[src/sv/rpwd_pkg.sv]
// Shared types, constants and helper functions of the RGB PWM dimmer with strobe.
package rpwd_pkg;

  localparam logic [7:0] STROBE_BASE = 8'd3;
  localparam logic [7:0] STROBE_SPAN = 8'd127;
  localparam int unsigned SCALE_SHIFT = 8;

  typedef enum logic [1:0] {
    OP_SET_STRIP   = 2'd0,
    OP_SET_LAMP    = 2'd1,
    OP_PWM_TICK    = 2'd2,
    OP_STROBE_TICK = 2'd3
  } op_t;

  typedef struct packed {
    logic [1:0] operation;
    logic [7:0] master_level;
    logic [7:0] red_level;
    logic [7:0] green_level;
    logic [7:0] blue_level;
    logic [7:0] rate;
  } in_item_t;

  typedef struct packed {
    logic red_on;
    logic green_on;
    logic blue_on;
    logic lamp_on;
    logic pwm_running;
  } out_item_t;

  function automatic logic [7:0] period_of(input logic [7:0] rate);
    return STROBE_BASE + STROBE_SPAN - {1'b0, rate[7:1]};
  endfunction

  function automatic logic [7:0] scale(input logic [7:0] master, input logic [7:0] level);
    logic [15:0] prod;
    prod = master * level;
    return prod[SCALE_SHIFT +: 8];
  endfunction

endpackage

[src/sv/rpwd_in_if.sv]
// Input channel interface carrying one command transaction.
interface rpwd_in_if import rpwd_pkg::*; ();
  logic     valid;
  logic     ready;
  in_item_t data;

  modport source (output valid, output data, input ready);
  modport sink (input valid, input data, output ready);
endinterface

[src/sv/rpwd_out_if.sv]
// Result channel interface carrying the output drive state.
interface rpwd_out_if import rpwd_pkg::*; ();
  logic      valid;
  logic      ready;
  out_item_t data;

  modport source (output valid, output data, input ready);
  modport sink (input valid, input data, output ready);
endinterface

[src/sv/rpwd_core.sv]
// State registers and combinational next-state logic of the dimmer and both strobes.
module rpwd_core import rpwd_pkg::*; (
  input  logic      clk,
  input  logic      rst_n,
  input  logic      step,
  input  in_item_t  item,
  output out_item_t result_nxt
);

  logic [7:0] red_scaled_r, red_scaled_nxt;
  logic [7:0] green_scaled_r, green_scaled_nxt;
  logic [7:0] blue_scaled_r, blue_scaled_nxt;
  logic [7:0] pwm_phase_r, pwm_phase_nxt;
  logic       pwm_enable_r, pwm_enable_nxt;
  logic [2:0] colour_drive_r, colour_drive_nxt;
  logic       lamp_drive_r, lamp_drive_nxt;
  logic [7:0] strip_period_r, strip_period_nxt;
  logic [7:0] strip_countdown_r, strip_countdown_nxt;
  logic [7:0] lamp_period_r, lamp_period_nxt;
  logic [7:0] lamp_countdown_r, lamp_countdown_nxt;

  logic [7:0] new_period;
  logic [7:0] lamp_dec;
  logic [7:0] strip_dec;

  assign new_period = period_of(item.rate);
  assign lamp_dec   = lamp_countdown_r - 8'd1;
  assign strip_dec  = strip_countdown_r - 8'd1;

  always_comb begin
    red_scaled_nxt      = red_scaled_r;
    green_scaled_nxt    = green_scaled_r;
    blue_scaled_nxt     = blue_scaled_r;
    pwm_phase_nxt       = pwm_phase_r;
    pwm_enable_nxt      = pwm_enable_r;
    colour_drive_nxt    = colour_drive_r;
    lamp_drive_nxt      = lamp_drive_r;
    strip_period_nxt    = strip_period_r;
    strip_countdown_nxt = strip_countdown_r;
    lamp_period_nxt     = lamp_period_r;
    lamp_countdown_nxt  = lamp_countdown_r;
    if (step) begin
      unique case (op_t'(item.operation))
        OP_SET_STRIP: begin
          red_scaled_nxt   = scale(item.master_level, item.red_level);
          green_scaled_nxt = scale(item.master_level, item.green_level);
          blue_scaled_nxt  = scale(item.master_level, item.blue_level);
          if (item.rate == 8'd0) begin
            strip_period_nxt = 8'd0;
            pwm_phase_nxt    = 8'd0;
            pwm_enable_nxt   = 1'b1;
          end else if (strip_period_r != new_period) begin
            if (strip_period_r == 8'd0) begin
              strip_countdown_nxt = 8'd1;
            end
            strip_period_nxt = new_period;
          end
        end
        OP_SET_LAMP: begin
          if (item.rate == 8'd0) begin
            lamp_period_nxt = 8'd0;
            lamp_drive_nxt  = 1'b0;
          end else if (lamp_period_r != new_period) begin
            if (lamp_period_r == 8'd0) begin
              lamp_countdown_nxt = 8'd1;
            end
            lamp_period_nxt = new_period;
          end
        end
        OP_PWM_TICK: begin
          if (pwm_enable_r) begin
            if (pwm_phase_r == 8'd0) begin
              colour_drive_nxt = {blue_scaled_r != 8'd0, green_scaled_r != 8'd0,
                                  red_scaled_r != 8'd0};
            end else begin
              if (pwm_phase_r == red_scaled_r) colour_drive_nxt[0] = 1'b0;
              if (pwm_phase_r == green_scaled_r) colour_drive_nxt[1] = 1'b0;
              if (pwm_phase_r == blue_scaled_r) colour_drive_nxt[2] = 1'b0;
            end
            pwm_phase_nxt = pwm_phase_r + 8'd1;
          end
        end
        default: begin
          if (lamp_period_r != 8'd0) begin
            if (lamp_dec == 8'd0) begin
              lamp_drive_nxt     = 1'b1;
              lamp_countdown_nxt = lamp_period_r;
            end else begin
              lamp_drive_nxt     = 1'b0;
              lamp_countdown_nxt = lamp_dec;
            end
          end
          if (strip_period_r != 8'd0) begin
            if (strip_dec == 8'd0) begin
              strip_countdown_nxt = strip_period_r;
              pwm_phase_nxt       = 8'd0;
              pwm_enable_nxt      = 1'b1;
            end else begin
              strip_countdown_nxt = strip_dec;
              colour_drive_nxt    = 3'b000;
              pwm_enable_nxt      = 1'b0;
            end
          end
        end
      endcase
    end
  end

  always_ff @(posedge clk) begin
    if (!rst_n) begin
      red_scaled_r      <= 8'd0;
      green_scaled_r    <= 8'd0;
      blue_scaled_r     <= 8'd0;
      pwm_phase_r       <= 8'd0;
      pwm_enable_r      <= 1'b1;
      colour_drive_r    <= 3'b000;
      lamp_drive_r      <= 1'b0;
      strip_period_r    <= 8'd0;
      strip_countdown_r <= 8'd0;
      lamp_period_r     <= 8'd0;
      lamp_countdown_r  <= 8'd0;
    end else begin
      red_scaled_r      <= red_scaled_nxt;
      green_scaled_r    <= green_scaled_nxt;
      blue_scaled_r     <= blue_scaled_nxt;
      pwm_phase_r       <= pwm_phase_nxt;
      pwm_enable_r      <= pwm_enable_nxt;
      colour_drive_r    <= colour_drive_nxt;
      lamp_drive_r      <= lamp_drive_nxt;
      strip_period_r    <= strip_period_nxt;
      strip_countdown_r <= strip_countdown_nxt;
      lamp_period_r     <= lamp_period_nxt;
      lamp_countdown_r  <= lamp_countdown_nxt;
    end
  end

  assign result_nxt.red_on      = colour_drive_nxt[0];
  assign result_nxt.green_on    = colour_drive_nxt[1];
  assign result_nxt.blue_on     = colour_drive_nxt[2];
  assign result_nxt.lamp_on     = lamp_drive_nxt;
  assign result_nxt.pwm_running = pwm_enable_nxt;

endmodule

[src/sv/rgb_pwm_dimmer_with_strobe.sv]
// Top level of the RGB PWM dimmer with strip strobe and strobe lamp.
// The input register holds an accepted item until the result register is free.
// Throughput: one transaction per cycle unless stalled; state updates on result load.
// Backpressure on the result side stalls the input register, which stalls the input.
// Reset clears valids and core state: PWM enabled, levels, drives, strobe periods zero.
module rgb_pwm_dimmer_with_strobe import rpwd_pkg::*; (
  input  logic      clk,
  input  logic      rst_n,
  rpwd_in_if.sink   in_ch,
  rpwd_out_if.source out_ch
);

  logic      s1_valid_r, s1_valid_nxt;
  in_item_t  s1_item_r;
  logic      out_valid_r, out_valid_nxt;
  out_item_t out_item_r;
  out_item_t result_nxt;
  logic      in_take;
  logic      out_load;

  assign out_load    = s1_valid_r && (!out_valid_r || out_ch.ready);
  assign in_ch.ready = !s1_valid_r || out_load;
  assign in_take     = in_ch.valid && in_ch.ready;

  always_comb begin
    s1_valid_nxt = s1_valid_r;
    if (in_take) begin
      s1_valid_nxt = 1'b1;
    end else if (out_load) begin
      s1_valid_nxt = 1'b0;
    end
    out_valid_nxt = out_valid_r;
    if (out_load) begin
      out_valid_nxt = 1'b1;
    end else if (out_ch.ready) begin
      out_valid_nxt = 1'b0;
    end
  end

  always_ff @(posedge clk) begin
    if (!rst_n) begin
      s1_valid_r  <= 1'b0;
      out_valid_r <= 1'b0;
    end else begin
      s1_valid_r  <= s1_valid_nxt;
      out_valid_r <= out_valid_nxt;
    end
  end

  always_ff @(posedge clk) begin
    if (in_take) begin
      s1_item_r <= in_ch.data;
    end
    if (out_load) begin
      out_item_r <= result_nxt;
    end
  end

  rpwd_core u_core (
    .clk        (clk),
    .rst_n      (rst_n),
    .step       (out_load),
    .item       (s1_item_r),
    .result_nxt (result_nxt)
  );

  assign out_ch.valid = out_valid_r;
  assign out_ch.data  = out_item_r;

endmodule
[src/flat_wrapper.sv]
// flat-port wrapper written by rule: the top's interface ports become plain ports
module rgb_pwm_dimmer_with_strobe_flat import rpwd_pkg::*;
  (clk, rst_n, in_ch_valid, in_ch_data, in_ch_ready, out_ch_valid, out_ch_data, out_ch_ready);
  rpwd_in_if in_ch_i ();
  rpwd_out_if out_ch_i ();
  input  logic clk;
  input  logic rst_n;
  input wire logic [$bits(in_ch_i.valid)-1:0] in_ch_valid;
  input wire logic [$bits(in_ch_i.data)-1:0] in_ch_data;
  output wire logic [$bits(in_ch_i.ready)-1:0] in_ch_ready;
  output wire logic [$bits(out_ch_i.valid)-1:0] out_ch_valid;
  output wire logic [$bits(out_ch_i.data)-1:0] out_ch_data;
  input wire logic [$bits(out_ch_i.ready)-1:0] out_ch_ready;
  assign in_ch_i.valid = in_ch_valid;
  assign in_ch_i.data = in_ch_data;
  assign in_ch_ready = in_ch_i.ready;
  assign out_ch_valid = out_ch_i.valid;
  assign out_ch_data = out_ch_i.data;
  assign out_ch_i.ready = out_ch_ready;
  rgb_pwm_dimmer_with_strobe u_core (.clk(clk), .rst_n(rst_n), .in_ch(in_ch_i), .out_ch(out_ch_i));
endmodule
[config.mk]
export PLATFORM = sky130hd
export DESIGN_NAME = rgb_pwm_dimmer_with_strobe_flat
export DESIGN_NICKNAME = d
export VERILOG_FILES = /design/src/sv/rpwd_pkg.sv /design/src/sv/rpwd_in_if.sv /design/src/sv/rpwd_out_if.sv /design/src/sv/rpwd_core.sv /design/src/sv/rgb_pwm_dimmer_with_strobe.sv /design/src/flat_wrapper.sv
export SDC_FILE = /design/constraint.sdc
export NUM_CORES = 1
export LEC_CHECK = 0
export BUFFER_PORTS_ARGS = -buffer_cell sky130_fd_sc_hd__buf_2
export CAP_MARGIN = 20
export CORE_MARGIN = 10
export CORE_UTILIZATION = 45
export CTS_CLUSTER_SIZE = 16
export DETAILED_ROUTE_END_ITERATION = 12
export GPL_TIMING_DRIVEN = 0
export PLACE_DENSITY_LB_ADDON = 0.2
export SLEW_MARGIN = 20
export SYNTH_ARGS = -nofsm -noshare
export SYNTH_HDL_FRONTEND = slang
export SYNTH_SLANG_ARGS = --single-unit
[constraint.sdc]
create_clock -name clk -period 13.1 [get_ports clk]
set_input_delay 3.93 -clock clk [delete_from_list [all_inputs] [get_ports clk]]
set_output_delay 3.93 -clock clk [all_outputs]
set_load 0.01 [all_outputs]
==> results.md <==
- Routed wire length: 30100 um
- GRT Total Usage: 18.8%
- Chip height: 180 um
- Hold/Removal Path Class: reg2reg
- Router iterations before antenna repair: 5
- Nets: 1557
- Top Ports: 53
- Cells after Synth: 1225
- Syn_area_per_cell: 9.45 sq um
- CTS tree: done
- Critical Path AT: 4.45 ns
- Vias/cell: 5.60
- Layout area overhead: 11.3%
- Met2 Use GR: 30.1%
- Pwr/cell area: 125 nW/um^2
- Psw: 619 uW
- Post-DRT Antenna Nets: 0
- Max stage delay on crit path: 0.18 ns
- Most used DFF post-synth: dfxtp_1
- Crit path top cell by count: buf_2
- Worst-path maximum fanout: 3
- Crit path max-delay family: simple AND/OR/NAND/NOR gates
- Num rows: 58
- Synth Warn #: 0
- Max cap viols: 0
- H-tree levels: 4
- Max Root-Sink Buffers: 2
- Sinks on Clock Net: 118
- Most Crowded Layer GR: met2
- I/O Buffers: 52
- Yosys reg bits: 118
- Netlist Area Pre-Place: 11600 sq um
- M3 GR Usage: 2.53%
- Run status: completed
- Worst vdd ir: 0.0594 mV
- Cts hold-fix bufs: 0
- Slew at the pin closest to its max-slew limit: 1.08 ns
- Drt drc: 0
- Crit-path cells: buf_2, nor2b_1, nand2_1, buf_2
- Startpoint Class: input port
- Post-Syn Nets: 1486
- Period minus WS final: 8.38 ns
- Number of synthesized flops with an enable pin: 47
- Synth top area share: 18.2%
- Routability cong.: 0.876
- WL per Instance: 18.4 um
- Power Internal: 987 uW
- Die area: 32500 sq um
- WP data required: 9.17 ns
- Total clock buffers created by CTS: 17
- Leak Pwr: 5.89 nW
- Final setup vio count: 0
- Post-CTS setup buffer count: 0
- Initial drt markers: 621
- Grt met1 use: 25.9%
- Slew HR: 27.4%
- CTS root buf: clkbuf_16
- Worst hold margin: 0.493 ns
- Fin. max-slew vios: 0
- Chip Width: 180 um
- Net Sw Frac: 38.6%
- Largest net degree at the start of global routing: 43
- Synth area leaders: fa_1, dfxtp_1, edfxtp_1, ha_1, and2_1
- Core area: 25300 sq um
- Seq pwr share: 26.7%
- Post-DP HPWL: 22800 um
- ANT cells: 0
- Final period utilization: 64.0%
- Setup TNS: 0 ns
- Crit Path Class: in2out
- CP max stage cell: nor2b_1
- Ys async rst share: 0%
- RSZ-0062 raised after global routing: false
- Vias in the first global route: 9466
- Initial antenna violation count: 0
- Worst-path clk slew: 0.06 ns
- Global-route wire length before repair: 50100 um
- Final Hold Fails: 0
- Combinational power share: 41.9%
- Worst-Skew Late Latency: 0.44 ns
- Fmax: 119 MHz
- Resize count post-CTS: 0
- Clock skew: 0.0127 ns
- Layout cells sized above 1: 8.63%
- Vias: 9173
- Top post-synthesis cells by count: and2_1, inv_1, ha_1, fa_1, nand2_1
- Post-synth top area cell: fa_1
- Sequential-to-total area share from yosys stat: 24.5%
- Share of total power in the clock network: 31.4%
- GRT Residual Overflow: 0
- Initial core utilization: 45.8%
- Synth unique cells: 80
- CP bufs+invs: 2
- Top-count cell post-synth: and2_1
- Crit path capture type: primary output
[area by class of cell]
type | count | area [sq um]
Tap cell | 330 | 413
Sequential cell | 118 | 2830
Clock inverter | 12 | 140
Inverter | 125 | 469
Timing Repair Buffer | 52 | 260
Fill cell | 2387 | 12400
Multi-Input combinational cell | 930 | 8070
Clock buffer | 20 | 479
Buffer | 52 | 215
[final timing paths]
path	start	to	slack, ns	cells after the start
worst min register to register	u_core.u_core.green_scaled_r[1]$_SDFFE_PN0P_	u_core.u_core.green_scaled_r[1]$_SDFFE_PN0P_	0.49	2
worst min-delay path	u_core.u_core.green_scaled_r[1]$_SDFFE_PN0P_	u_core.u_core.green_scaled_r[1]$_SDFFE_PN0P_	0.49	2
worst max-delay path	out_ch_ready	in_ch_ready	4.72	4
worst max register to register	u_core.s1_item_r[32]$_DFFE_PP_	u_core.u_core.red_scaled_r[4]$_SDFFE_PN0P_	7.40	14
[cell families (layout without fill, tap and decap cells)]
logic type / count (synthesis) / in the layout / share of synthesized area, %
muxes: 20 / 20 / 1.75
adders and majority gates: 215 / 215 / 30.1
xor gates and xnor gates: 64 / 64 / 5.34
DFF: 118 / 118 / 24.5
buffers and inverters: 177 / 261 / 5.91
AOI/OAI and AO/OA: 169 / 169 / 10.5
and+or+nand+nor: 462 / 462 / 22.0
[worst min-delay path: cells and delay by family, from the launching register on]
family	cells	cell delay, ns
simple gates	1	0.06
flops	1	0.33
compound gates	1	0.05
[through the flow]
stage | std cells | power, mW | setup WS, ns | utilization (%) | area [sq um]
2_1_floorplan | 1225 | 0.918 | 4.97 | - | 11600
3_3_place_gp | 1607 | 1.09 | 4.72 | 48.5 | 12200
3_5_place_dp | 1607 | 1.10 | 4.72 | 48.5 | 12300
4_1_cts | 1639 | 1.62 | 4.72 | 51.0 | 12900
5_1_grt | 1639 | 1.73 | 4.65 | 51.0 | 12900
6_report | 1639 | 1.61 | 4.72 | 51.0 | 12900
[placed cells by master (no fill, tap or decap), types with 42 or more instances in the layout]
| cell | netlist | final |
|---|---|---|
| ha_1 | 110 | 110 |
| clkbuf_1 | 42 | 43 |
| edfxtp_1 | 47 | 47 |
| a21oi_1 | 50 | 50 |
| inv_1 | 124 | 124 |
| nand2_1 | 100 | 100 |
| xor2_1 | 44 | 44 |
| and2_1 | 154 | 153 |
| fa_1 | 105 | 105 |
| dfxtp_1 | 71 | 71 |
| nor2_1 | 42 | 42 |
| buf_2 | 4 | 56 |
[power by group through the flow]
stage,combinational [mW],sequential [mW],clock (mW)
2_1_floorplan,0.493,0.425,0
3_3_place_gp,0.655,0.436,0
3_5_place_dp,0.666,0.435,0
4_1_cts,0.676,0.427,0.512
5_1_grt,0.776,0.431,0.524
6_report,0.673,0.428,0.505
[state kept, by name (all words and copies together), names as in the netlist, 3 cells and up]
name                             cells
u_core.u_core.strip_countdown_r      8
u_core.u_core.lamp_countdown_r       8
u_core.s1_item_r                    42
u_core.u_core.colour_drive_r         3
u_core.out_ch.data                   5
u_core.u_core.green_scaled_r         8
u_core.u_core.lamp_period_r          8
u_core.u_core.strip_period_r         8
u_core.u_core.pwm_phase_r            8
u_core.u_core.blue_scaled_r          8
u_core.u_core.red_scaled_r           8
[routing by layer]
layer	wire, um	vias to the layer above
met5	0	-
met4	467	0
met3	1260	35
met2	13900	238
met1	14400	4536
li1	-	4364
Power figures use the tool's default switching activity.
